<file path="config.mk">
export PLATFORM = sky130hd
export DESIGN_NAME = lsb_stego_frame_extractor_top
export DESIGN_NICKNAME = d
export VERILOG_FILES = /design/src/sv/lsbse_pkg.sv /design/src/sv/lsb_stego_frame_extractor_top.sv /design/src/sv/lsbse_crc_byte.sv
export VERILOG_INCLUDE_DIRS = /design/src /design/src/sv
export SDC_FILE = /design/constraint.sdc
export NUM_CORES = 1
export LEC_CHECK = 0
export BUFFER_PORTS_ARGS = -buffer_cell sky130_fd_sc_hd__buf_2
export CAP_MARGIN = 20
export CORE_UTILIZATION = 40
export DETAILED_ROUTE_END_ITERATION = 6
export SLEW_MARGIN = 20
export SYNTH_ARGS = -nofsm -noshare
export SYNTH_HDL_FRONTEND = slang
export SYNTH_SLANG_ARGS = --single-unit
</file>
<file path="constraint.sdc">
create_clock -name clk -period 5.53 [get_ports clk]
set_input_delay 0.2765 -clock clk [delete_from_list [all_inputs] [get_ports clk]]
set_output_delay 0.2765 -clock clk [all_outputs]
set_load 0.02 [all_outputs]
</file>
<file path="src/sv/lsb_stego_frame_extractor_top_assert.svh">
// Assertion macros for the frame extractor, clocked on clk, off during reset.
`ifndef LSB_STEGO_FRAME_EXTRACTOR_TOP_ASSERT_SVH
`define LSB_STEGO_FRAME_EXTRACTOR_TOP_ASSERT_SVH

// same-cycle implication
`define LSBSE_ASSERT_IMP(lbl, ante, cons) \
	lbl: assert property (@(posedge clk) disable iff (!arst_n) (ante) |-> (cons)) \
		else $error("assertion failed: same-cycle implication");

// next-cycle implication
`define LSBSE_ASSERT_NXT(lbl, ante, cons) \
	lbl: assert property (@(posedge clk) disable iff (!arst_n) (ante) |=> (cons)) \
		else $error("assertion failed: next-cycle implication");

`endif

</file>
<file path="src/sv/lsbse_pkg.sv">
package lsbse_pkg;

	localparam logic [1:0] PH_CRC  = 2'd0;
	localparam logic [1:0] PH_LEN  = 2'd1;
	localparam logic [1:0] PH_PAY  = 2'd2;
	localparam logic [1:0] PH_DONE = 2'd3;

	localparam logic [1:0] ST_PROGRESS = 2'd0;
	localparam logic [1:0] ST_MATCH    = 2'd1;
	localparam logic [1:0] ST_MISMATCH = 2'd2;
	localparam logic [1:0] ST_CAPACITY = 2'd3;

	localparam logic [31:0] CRC_POLY = 32'hEDB88320;
	localparam logic [31:0] CRC_INIT = 32'hFFFFFFFF;

	typedef struct packed {
		logic       frame_start;
		logic [7:0] cover_byte;
	} in_t;

	typedef struct packed {
		logic       has_byte;
		logic [7:0] payload_byte;
		logic       last_result;
		logic [1:0] status;
	} out_t;

endpackage

</file>
<file path="src/sv/lsb_stego_frame_extractor_top.sv">
// LSB steganography extractor with CRC-32 check.
// Input channel: in_valid / in_stall / in_data, one pixel component byte per
// item; in_data.frame_start marks the first byte of an image. Bit 0 of each
// byte is collected LSB first: 4 bytes stored CRC, 4 bytes length, then payload.
// Output channel: out_valid / out_stall / out_data. One item per payload byte;
// the last item of a frame carries the match, mismatch or capacity status.
// Header bytes give no item, except a capacity error or empty payload.
// cfg_we / cfg_wdata write cover_byte_count; write it only while idle.
// Throughput: one input item per cycle while in_stall is low. An accepted item
// passes the input register, then the result register, before out_data.
// A stalled output holds its item; the input register keeps accepting while it
// is empty or the result register is free or being taken, else in_stall rises.
// Reset: cover_byte_count 0, extraction state cleared, both registers empty.
`include "lsb_stego_frame_extractor_top_assert.svh"

module lsb_stego_frame_extractor_top (
	input  logic             clk,
	input  logic             arst_n,
	input  logic             in_valid,
	output logic             in_stall,
	input  lsbse_pkg::in_t   in_data,
	output logic             out_valid,
	input  logic             out_stall,
	output lsbse_pkg::out_t  out_data,
	input  logic             cfg_we,
	input  logic [31:0]      cfg_wdata
);

	logic            s1_valid_s1;
	lsbse_pkg::in_t  s1_data_s1;
	logic            out_valid_q;
	lsbse_pkg::out_t out_q;
	logic [31:0]     cover_count_q;

	logic [2:0]  bit_pos_q;
	logic [7:0]  gather_q;
	logic [1:0]  phase_q;
	logic [1:0]  hdr_idx_q;
	logic [31:0] stored_crc_q;
	logic [31:0] rem_len_q;
	logic [31:0] run_crc_q;

	logic        in_acc;
	logic        s1_adv;
	logic        out_load;

	logic [2:0]  e_bit_pos;
	logic [7:0]  e_gather;
	logic [1:0]  e_phase;
	logic [1:0]  e_hdr_idx;
	logic [31:0] e_stored_crc;
	logic [31:0] e_rem_len;
	logic [31:0] e_run_crc;

	logic [7:0]  done_byte;
	logic [31:0] hdr_word;
	logic [31:0] crc_upd;

	logic [2:0]  n_bit_pos;
	logic [7:0]  n_gather;
	logic [1:0]  n_phase;
	logic [1:0]  n_hdr_idx;
	logic [31:0] n_stored_crc;
	logic [31:0] n_rem_len;
	logic [31:0] n_run_crc;
	logic        res_valid;
	lsbse_pkg::out_t res;

	assign s1_adv   = s1_valid_s1 && (!out_valid_q || !out_stall);
	assign in_stall = s1_valid_s1 && !s1_adv;
	assign in_acc   = in_valid && !in_stall;
	assign out_load = s1_adv && res_valid;
	assign out_valid = out_valid_q;
	assign out_data  = out_q;

	always_comb begin
		if (s1_data_s1.frame_start) begin
			e_bit_pos    = 3'd0;
			e_gather     = 8'd0;
			e_phase      = lsbse_pkg::PH_CRC;
			e_hdr_idx    = 2'd0;
			e_stored_crc = 32'd0;
			e_rem_len    = 32'd0;
			e_run_crc    = lsbse_pkg::CRC_INIT;
		end else begin
			e_bit_pos    = bit_pos_q;
			e_gather     = gather_q;
			e_phase      = phase_q;
			e_hdr_idx    = hdr_idx_q;
			e_stored_crc = stored_crc_q;
			e_rem_len    = rem_len_q;
			e_run_crc    = run_crc_q;
		end
	end

	assign done_byte = e_gather | (8'(s1_data_s1.cover_byte[0]) << e_bit_pos);
	assign hdr_word  = {24'd0, done_byte} << {e_hdr_idx, 3'b000};

	lsbse_crc_byte u_crc (
		.crc      (e_run_crc),
		.data     (done_byte),
		.crc_next (crc_upd)
	);

	always_comb begin
		n_bit_pos    = e_bit_pos;
		n_gather     = e_gather;
		n_phase      = e_phase;
		n_hdr_idx    = e_hdr_idx;
		n_stored_crc = e_stored_crc;
		n_rem_len    = e_rem_len;
		n_run_crc    = e_run_crc;
		res_valid    = 1'b0;
		res          = '0;
		if (e_phase != lsbse_pkg::PH_DONE) begin
			if (e_bit_pos != 3'd7) begin
				n_bit_pos = e_bit_pos + 3'd1;
				n_gather  = done_byte;
			end else begin
				n_bit_pos = 3'd0;
				n_gather  = 8'd0;
				case (e_phase)
					lsbse_pkg::PH_CRC: begin
						n_stored_crc = e_stored_crc | hdr_word;
						n_hdr_idx    = e_hdr_idx + 2'd1;
						if (e_hdr_idx == 2'd3) begin
							n_phase = lsbse_pkg::PH_LEN;
						end
					end
					lsbse_pkg::PH_LEN: begin
						n_rem_len = e_rem_len | hdr_word;
						n_hdr_idx = e_hdr_idx + 2'd1;
						if (e_hdr_idx == 2'd3) begin
							if ({4'd0, cover_count_q[31:3]} < ({1'b0, n_rem_len} + 33'd8)) begin
								n_phase         = lsbse_pkg::PH_DONE;
								res_valid       = 1'b1;
								res.last_result = 1'b1;
								res.status      = lsbse_pkg::ST_CAPACITY;
							end else if (n_rem_len == 32'd0) begin
								n_phase         = lsbse_pkg::PH_DONE;
								res_valid       = 1'b1;
								res.last_result = 1'b1;
								res.status      = (e_stored_crc == 32'd0) ?
									lsbse_pkg::ST_MATCH : lsbse_pkg::ST_MISMATCH;
							end else begin
								n_phase = lsbse_pkg::PH_PAY;
							end
						end
					end
					lsbse_pkg::PH_PAY: begin
						n_run_crc        = crc_upd;
						n_rem_len        = e_rem_len - 32'd1;
						res_valid        = 1'b1;
						res.has_byte     = 1'b1;
						res.payload_byte = done_byte;
						if (e_rem_len == 32'd1) begin
							n_phase         = lsbse_pkg::PH_DONE;
							res.last_result = 1'b1;
							res.status      = ((~crc_upd) == e_stored_crc) ?
								lsbse_pkg::ST_MATCH : lsbse_pkg::ST_MISMATCH;
						end
					end
					default: begin
						n_phase = e_phase;
					end
				endcase
			end
		end
	end

	always_ff @(posedge clk or negedge arst_n) begin
		if (!arst_n) begin
			s1_valid_s1   <= 1'b0;
			out_valid_q   <= 1'b0;
			cover_count_q <= 32'd0;
			bit_pos_q     <= 3'd0;
			gather_q      <= 8'd0;
			phase_q       <= lsbse_pkg::PH_CRC;
			hdr_idx_q     <= 2'd0;
			stored_crc_q  <= 32'd0;
			rem_len_q     <= 32'd0;
			run_crc_q     <= lsbse_pkg::CRC_INIT;
		end else begin
			s1_valid_s1 <= in_acc || (s1_valid_s1 && !s1_adv);
			if (out_load) begin
				out_valid_q <= 1'b1;
			end else if (!out_stall) begin
				out_valid_q <= 1'b0;
			end
			if (cfg_we) begin
				cover_count_q <= cfg_wdata;
			end
			if (s1_adv) begin
				bit_pos_q    <= n_bit_pos;
				gather_q     <= n_gather;
				phase_q      <= n_phase;
				hdr_idx_q    <= n_hdr_idx;
				stored_crc_q <= n_stored_crc;
				rem_len_q    <= n_rem_len;
				run_crc_q    <= n_run_crc;
			end
		end
	end

	always_ff @(posedge clk) begin
		if (in_acc) begin
			s1_data_s1 <= in_data;
		end
		if (out_load) begin
			out_q <= res;
		end
	end

	`LSBSE_ASSERT_IMP(a_last_has_status, out_valid_q && out_q.last_result, out_q.status != lsbse_pkg::ST_PROGRESS)
	`LSBSE_ASSERT_IMP(a_mid_is_byte, out_valid_q && !out_q.last_result, out_q.has_byte && out_q.status == lsbse_pkg::ST_PROGRESS)
	`LSBSE_ASSERT_IMP(a_done_aligned, phase_q == lsbse_pkg::PH_DONE, bit_pos_q == 3'd0 && gather_q == 8'd0)
	`LSBSE_ASSERT_NXT(a_last_ends_frame, out_load && res.last_result, phase_q == lsbse_pkg::PH_DONE)

endmodule

</file>
<file path="src/sv/lsbse_crc_byte.sv">
module lsbse_crc_byte (
	input  logic [31:0] crc,
	input  logic [7:0]  data,
	output logic [31:0] crc_next
);

	// reflected CRC-32, one byte; unrolls to an XOR network
	always_comb begin
		logic [31:0] c;
		c = crc ^ {24'd0, data};
		for (int i = 0; i < 8; i++) begin
			c = c[0] ? ((c >> 1) ^ lsbse_pkg::CRC_POLY) : (c >> 1);
		end
		crc_next = c;
	end

endmodule

</file>
# ---- After elaboration in Yosys (flattened, before gate mapping)
# Cells that the tools add are included.
dict set report op_classes {
  n_shift 2
  n_lt_le_gt_ge 1
  addsub 4
  bitwise_logic 15
  n_eq_ne 8
  reduce_logical 16
  n_mux 55
}
# cell n
set ops {}
lappend ops {{two-way mux 32 bit} 19}
lappend ops {{NOT 13 -> 14 bit} 8}
lappend ops {{logical NOT 32 bit} 2}
lappend ops {{OR 32 bit} 2}
lappend ops {{case mux 32 bit (2 select lines)} 1}
lappend ops {{adder 32 x 4 -> 33 bit (second input constant)} 1}
lappend ops {{less-than comparator 29 x 33 -> 1 bit} 1}
lappend ops {{equality test 32 x 1 -> 1 bit (second input constant)} 1}
lappend ops {{equality test 32 bit} 1}
lappend ops {{NOT 32 bit} 1}
lappend ops {{left shift 8 x 5 -> 32 bit} 1}
lappend ops {{subtractor 32 x 1 -> 32 bit (second input constant)} 1}
lappend ops {{XOR 32 x 8 -> 32 bit} 1}
lappend ops {{two-way mux 2 bit} 13}
lappend ops {{two-way mux 8 bit} 3}
lappend ops {{two-way mux 3 bit} 7}
lappend ops {{two-way mux 9 bit} 1}
lappend ops {{two-way mux 1 bit} 8}
lappend ops {{OR 8 bit} 1}
lappend ops {{left shift 1 x 3 -> 8 bit} 1}
lappend ops {{case mux 2 bit (3 select lines)} 1}
lappend ops {{case mux 3 bit (2 select lines)} 1}
lappend ops {{equality test 2 bit (second input constant)} 2}
lappend ops {{logical AND 1 bit} 4}
lappend ops {{13 further kinds} 19}
dict set report totals {
  reg_bits 159
  wordCells 117
}

# ---- Longest topological paths before layout
dict set report logic_depth {
  depth_word 25
  ltp_mapped 22
}

# ---- By module
# A second synthesis with hierarchy kept.
dict set report hier_totals {
  hier_cells 1324
  hier_area_um2 11652.4
}
# mod area_per_inst_um2 seq_area_each_um2 cells_each n_inst
set by_module_without_submodules {}
lappend by_module_without_submodules {lsb_stego_frame_extractor_top 10866.7 4013.8 1256 1}
lappend by_module_without_submodules {lsbse_crc_byte 785.8 0.0 68 1}

# ---- Worst setup path after synthesis
# Ideal clock, no wire load.
dict set report synth_timing {
  path_type {register to register}
  start {register hdr_idx_q[1]}
  end {register out_q (netlist bit out_data[0]) (enable)}
  t_required_ns 5.150
  stages_incl_launch_ff 22
  n_path_buf 1
  synth_period_minus_slack_ns 5.098
  arrival_ns 4.718
  slack_ns 0.432
  setup_ns 0.380
  cell_sequence {dfrtp_1 > clkbuf_1 > nor2_1 > a21boi_0 > nor2_1 > nor4_1 > and4_1 > nand3_1 > nor2_1 > nand3_1 > xnor2_1 > ha_1 > a21o_1 > a21o_1 > a21oi_1 > nor2b_1 > o21ai_0 > a21boi_0 > a2111oi_0 > o41a_1 > nor2_1 > nor2_1}
}
dict set report synth_between {
  elab_chain_len 11
}
# element line
set synth_lines {}
lappend synth_lines {{start, declared} lsb_stego_frame_extractor_top.sv:38} ;# logic [1:0] hdr_idx_q;
lappend synth_lines {{start signal, assigned} lsb_stego_frame_extractor_top.sv:197} ;# hdr_idx_q <= n_hdr_idx;
lappend synth_lines {{two-way mux 2 bit (*)} lsb_stego_frame_extractor_top.sv:77} ;# if (s1_data_s1.frame_start) begin
lappend synth_lines {{left shift 8 x 5 -> 32 bit} lsb_stego_frame_extractor_top.sv:97} ;# assign hdr_word = {24'd0, done_byte} << {e_hdr_idx, 3'b000};
lappend synth_lines {{OR 32 bit} lsb_stego_frame_extractor_top.sv:131} ;# n_rem_len = e_rem_len | hdr_word;
lappend synth_lines {{adder 32 x 4 -> 33 bit / logical NOT 32 bit (equally long branches)} {lsb_stego_frame_extractor_top.sv:134, lsb_stego_frame_extractor_top.sv:139}}
lappend synth_lines {{less-than comparator 29 x 33 -> 1 bit / two-way mux 1 bit (equally long branches)} {lsb_stego_frame_extractor_top.sv:134, lsb_stego_frame_extractor_top.sv:139}}
lappend synth_lines {{two-way mux 1 bit} lsb_stego_frame_extractor_top.sv:134} ;# if ({4'd0, cover_count_q[31:3]} < ({1'b0, n_rem_len} + 33'd8)) begin
lappend synth_lines {{two-way mux 1 bit (*)} lsb_stego_frame_extractor_top.sv:133} ;# if (e_hdr_idx == 2'd3) begin
lappend synth_lines {{case mux 1 bit (2 select lines) (*)} lsb_stego_frame_extractor_top.sv:122} ;# case (e_phase)
lappend synth_lines {{two-way mux 1 bit (*)} lsb_stego_frame_extractor_top.sv:116} ;# if (e_bit_pos != 3'd7) begin
lappend synth_lines {{two-way mux 1 bit (*)} lsb_stego_frame_extractor_top.sv:115} ;# if (e_phase != lsbse_pkg::PH_DONE) begin
lappend synth_lines {{logical AND 1 bit (*)} lsb_stego_frame_extractor_top.sv:72} ;# assign out_load = s1_adv && res_valid;
lappend synth_lines {{net out_load} lsb_stego_frame_extractor_top.sv:45} ;# logic out_load;
lappend synth_lines {{end signal, assigned} lsb_stego_frame_extractor_top.sv:210} ;# out_q <= res;
lappend synth_lines {{end, declared} lsb_stego_frame_extractor_top.sv:32} ;# lsbse_pkg::out_t out_q;
# The timed path passes the listed nets; every way through them passes the cells marked *.
# A chain may end at the register's enable or synchronous reset.

# ---- Worst setup path after layout
dict set report layout_timing {
  start {register bit_pos_q[1]}
  end {register out_q (netlist bit out_data[7]) (enable)}
}
dict set report layout_between {
  elab_chain_len 13
}
# element line
set layout_lines {}
lappend layout_lines {{start, declared} lsb_stego_frame_extractor_top.sv:35} ;# logic [2:0] bit_pos_q;
lappend layout_lines {{start signal, assigned} lsb_stego_frame_extractor_top.sv:194} ;# bit_pos_q <= n_bit_pos;
lappend layout_lines {{two-way mux 3 bit (*)} lsb_stego_frame_extractor_top.sv:77}
lappend layout_lines {{left shift 1 x 3 -> 8 bit} lsb_stego_frame_extractor_top.sv:96} ;# assign done_byte = e_gather | (8'(s1_data_s1.cover_byte[0]) << e_bit_pos);
lappend layout_lines {{OR 8 bit} lsb_stego_frame_extractor_top.sv:96}
lappend layout_lines {{left shift 8 x 5 -> 32 bit} lsb_stego_frame_extractor_top.sv:97}
lappend layout_lines {{OR 32 bit} lsb_stego_frame_extractor_top.sv:131}
lappend layout_lines {{adder 32 x 4 -> 33 bit / logical NOT 32 bit (equally long branches)} {lsb_stego_frame_extractor_top.sv:134, lsb_stego_frame_extractor_top.sv:139}}
lappend layout_lines {{less-than comparator 29 x 33 -> 1 bit / two-way mux 1 bit (equally long branches)} {lsb_stego_frame_extractor_top.sv:134, lsb_stego_frame_extractor_top.sv:139}}
lappend layout_lines {{two-way mux 1 bit} lsb_stego_frame_extractor_top.sv:134}
lappend layout_lines {{two-way mux 1 bit} lsb_stego_frame_extractor_top.sv:133}
lappend layout_lines {{case mux 1 bit (2 select lines)} lsb_stego_frame_extractor_top.sv:122}
lappend layout_lines {{two-way mux 1 bit (*)} lsb_stego_frame_extractor_top.sv:116}
lappend layout_lines {{two-way mux 1 bit (*)} lsb_stego_frame_extractor_top.sv:115}
lappend layout_lines {{logical AND 1 bit (*)} lsb_stego_frame_extractor_top.sv:72}
lappend layout_lines {{net out_load} lsb_stego_frame_extractor_top.sv:45}
# Marks and branches as above.

==> run_results.csv <==
group,metric,value,unit
run_status,status,"finished clean",
cts,clk_latency,0.45,ns
drt,vias,10734,
synthesis,muxShareOfSynthArea,0.0413,
floorplan,initial_core_util,0.411,
floorplan,die_area,0.0296,mm2
finish,fin_nets,1457,
timing,finalSetupTns,0,ns
timing,setup_viol_count_final,0,
global_route,globalRouteTotalUtil,0.268,
min_path,min_path_type,"input pin to register",
timing,finClkSkew,0.0169,ns
placed_design,hpwl,27900,um
synthesis,yosys.area_share.simple,0.186,
finish,postLayoutCoreUtil,0.475,
timing,tightest_slew,1.03,ns
synthesis,ys_async_sr_fraction,0.910,
cts,numCtsBuffers,17,
placed_design,io_buffers,49,
global_route,grt_pass1_vias,9933,
finish,final_common_cell,"nor2_1",
synthesis,synth_edf_count,14,
synthesis,postSynthAreaPerCell,9.02,um2
finish,num-fill-cells,2686,
power_and_ir_drop,power_density,342,mW/mm2
drt,viasPerCell,6.08,
synthesis,ys.flop_type,"dfrtp_1",
synthesis,synth_compound_area_frac,0.226,
cts,numClockSinks,156,
synthesis,ys_seq_area_frac,0.347,
worst_setup_path,cp.required,5.73,ns
finish,final_cell_mix,"nor2_1, dfrtp_1, nand2_1",
run,maxCapViolCount,0,
synthesis,synthCells,1284,
worst_setup_path,worstSetupPathType,"register to register",
synthesis,syn_nets,1367,
timing,final-hold-violation-count,0,
global_route,grt_max_degree,76,
timing,grt_setup_unrepaired,"no",
drt,dr.pass1.iters,5,
power_and_ir_drop,peakVddDrop,0.239,mV
finish,area_growth,15.5,%
power_and_ir_drop,p_leak,5.64,nW
synthesis,synth_top_area_cell,"dfrtp_1",
global_route,gr-total-overflow,0,
floorplan,rows,61,
global_route,antenna_found_initial,0,
drt,drc,0,
timing,relSlewSlack,0.311,
cts,htree_levels,4,
synthesis,ys.warnings.count,0,
worst_setup_path,crit_path_end_kind,"register",
cts,path_clk_slew,0.07,ns
floorplan,core,0.0282,mm2
worst_setup_path,cp-start-kind,"register",
timing,holdWs,0.00437,ns
synthesis,ys_ff_latch,156,
cts,cts_buffer_depth,2,
finish,diodes,0,
placed_design,gp_congestion,0.946,
finish,drive_gt1_frac,0.209,
timing,final_max_slew_viol_count,0,
synthesis,yosys.area_share.xor_xnor,0.120,
cts,cts_tree,"yes",
floorplan,dieHeight,172,um
timing,period_share,0.933,
global_route,grt_pass1_wl,59500,um
timing,final.min_clock_period,5.16,ns
timing,fmax,0.194,GHz
worst_setup_path,crit_fanout,12,
drt,ant_nets,0,
drt,wl,38200,um
drt,drt-initial-drc-count,1343,
floorplan,boundaryPins,60,
synthesis,synthAdderAreaFrac,0.0400,
worst_setup_path,crit_arrival,5.36,ns
synthesis,synth_area_leaders,"dfrtp_1, dfstp_2, xnor2_1",
synthesis,synth_area,0.0116,mm2
cts,cts_root_buffer,"clkbuf_16",
drt,wl_per_cell,21.7,um
synthesis,synth_top_family_by_area,"compound AO/OA/AOI/OAI gates",
floorplan,die_w,172,um
synthesis,yosysUniqueCellTypes,91,
synthesis,yosysTopAreaCellShare,0.238,
-- area by class of cell --
| class | instances | area (um2) | area share |
|---|---|---|---|
| multi-input combinational | 1013 | 7150 | 0.534 |
| sequential | 156 | 4010 | 0.300 |
| timing repair buffer | 148 | 1020 | 0.0766 |
| tap | 378 | 473 | 0.0354 |
| clock buffer | 18 | 429 | 0.0321 |
| inverter | 38 | 143 | 0.0107 |
| clock inverter | 14 | 140 | 0.0105 |
-- cell families after synthesis --
logic type                 after synthesis
and+or+nand+nor                        424
adders and majority gates               37
muxes                                   42
buffers and inverters                  115
xor gates and xnor gates               119
AOI/OAI and AO/OA                      391
DFF                                    156
-- per-layer routing --
metal	vias to the layer above	track usage	wire, um
met2	459	0.393	16400
met1	5284	0.407	18400
met5	-	0	0
li1	4936	-	-
met4	0	0.0646	633
met3	55	0.0426	2870
-- path summary, 6_finish.rpt --
| path | from | endpoint | slack (ns) | depth (start not counted) |
|---|---|---|---|---|
| worst max-delay path | bit_pos_q[1] | out_data[7] | 0.37 | 20 |
| worst min-delay path | in_data[0] | s1_data_s1[0] | 0.004 | 1 |
| worst max register to register | bit_pos_q[1] | out_data[7] | 0.37 | 20 |
| worst min register to register | rem_len_q[21] | rem_len_q[21] | 0.49 | 1 |
| max in group asynchronous | arst_n | stored_crc_q[26] | 3.74 | 3 |
| min in group asynchronous | arst_n | cover_count_q[10] | 0.44 | 2 |
-- worst max-delay path: stages (launching register included) --
cell and delay (ns):
dfrtp_1 0.47, buf_4 0.20, or4b_1 0.52, and2_1 0.19, o21ai_1 0.19, o211ai_1 0.18, nor4_4 0.41, nand4_1 0.15
xor2_1 0.17, ha_1 0.30, nand4_1 0.12, nor4_1 0.29, buf_4 0.17, nand2_1 0.07, o41ai_1 0.36, buf_4 0.17
a2111oi_2 0.05, o41a_1 0.46, nor2_1 0.18, nor2_1 0.06, buf_4 0.19
-- where the power goes --
| group | switching, mW | internal, mW | total, mW |
|---|---|---|---|
| logic | 1.16 | 0.897 | 2.06 |
| clock network | 0.585 | 0.603 | 1.19 |
| registers | 0.0885 | 1.24 | 1.33 |
| total | 1.83 | 2.74 | 4.57 |
-- per-stage QoR --
step	area [um2]	instances	power, mW	worst slack, ns
floorplan	11600	1284	2.79	0.432
global placement	12700	1730	3.34	-0.0142
detailed placement	12700	1730	3.35	-0.261
CTS	13300	1764	4.54	0.212
global route	13400	1765	4.77	0.0248
finish	13400	1765	4.57	0.372
-- repair_timing --
item                       4_1_cts  5_1_grt
pin swaps                        0        1
hold buffers                     2        0
hold endpoints to repair        67        0
gates resized for setup          2        7
buffers inserted                 0        1
setup endpoints to repair       16       17
-- state kept, by name (all words and copies together), names as in the netlist, 2 cells and up --
signal,flops
s1_data_s1,2
cover_count_q,29
hdr_idx_q,2
stored_crc_q,32
gather_q,8
run_crc_q,32
bit_pos_q,3
rem_len_q,32
phase_q,2
out_data,12
-- synth_stat cells (all sizes together) (23+ instances only) --
master,count
xnor2,68
ha,37
o21ai,102
a21oi,83
inv,38
xor2,32
clkbuf,54
nor2,122
a22oi,27
mux2,33
nand2,105
a22o,36
nor4,25
dfrtp,110
dfstp,32
buf,23
nor3,41
Note: power is estimated with default switching activity, not from simulation.
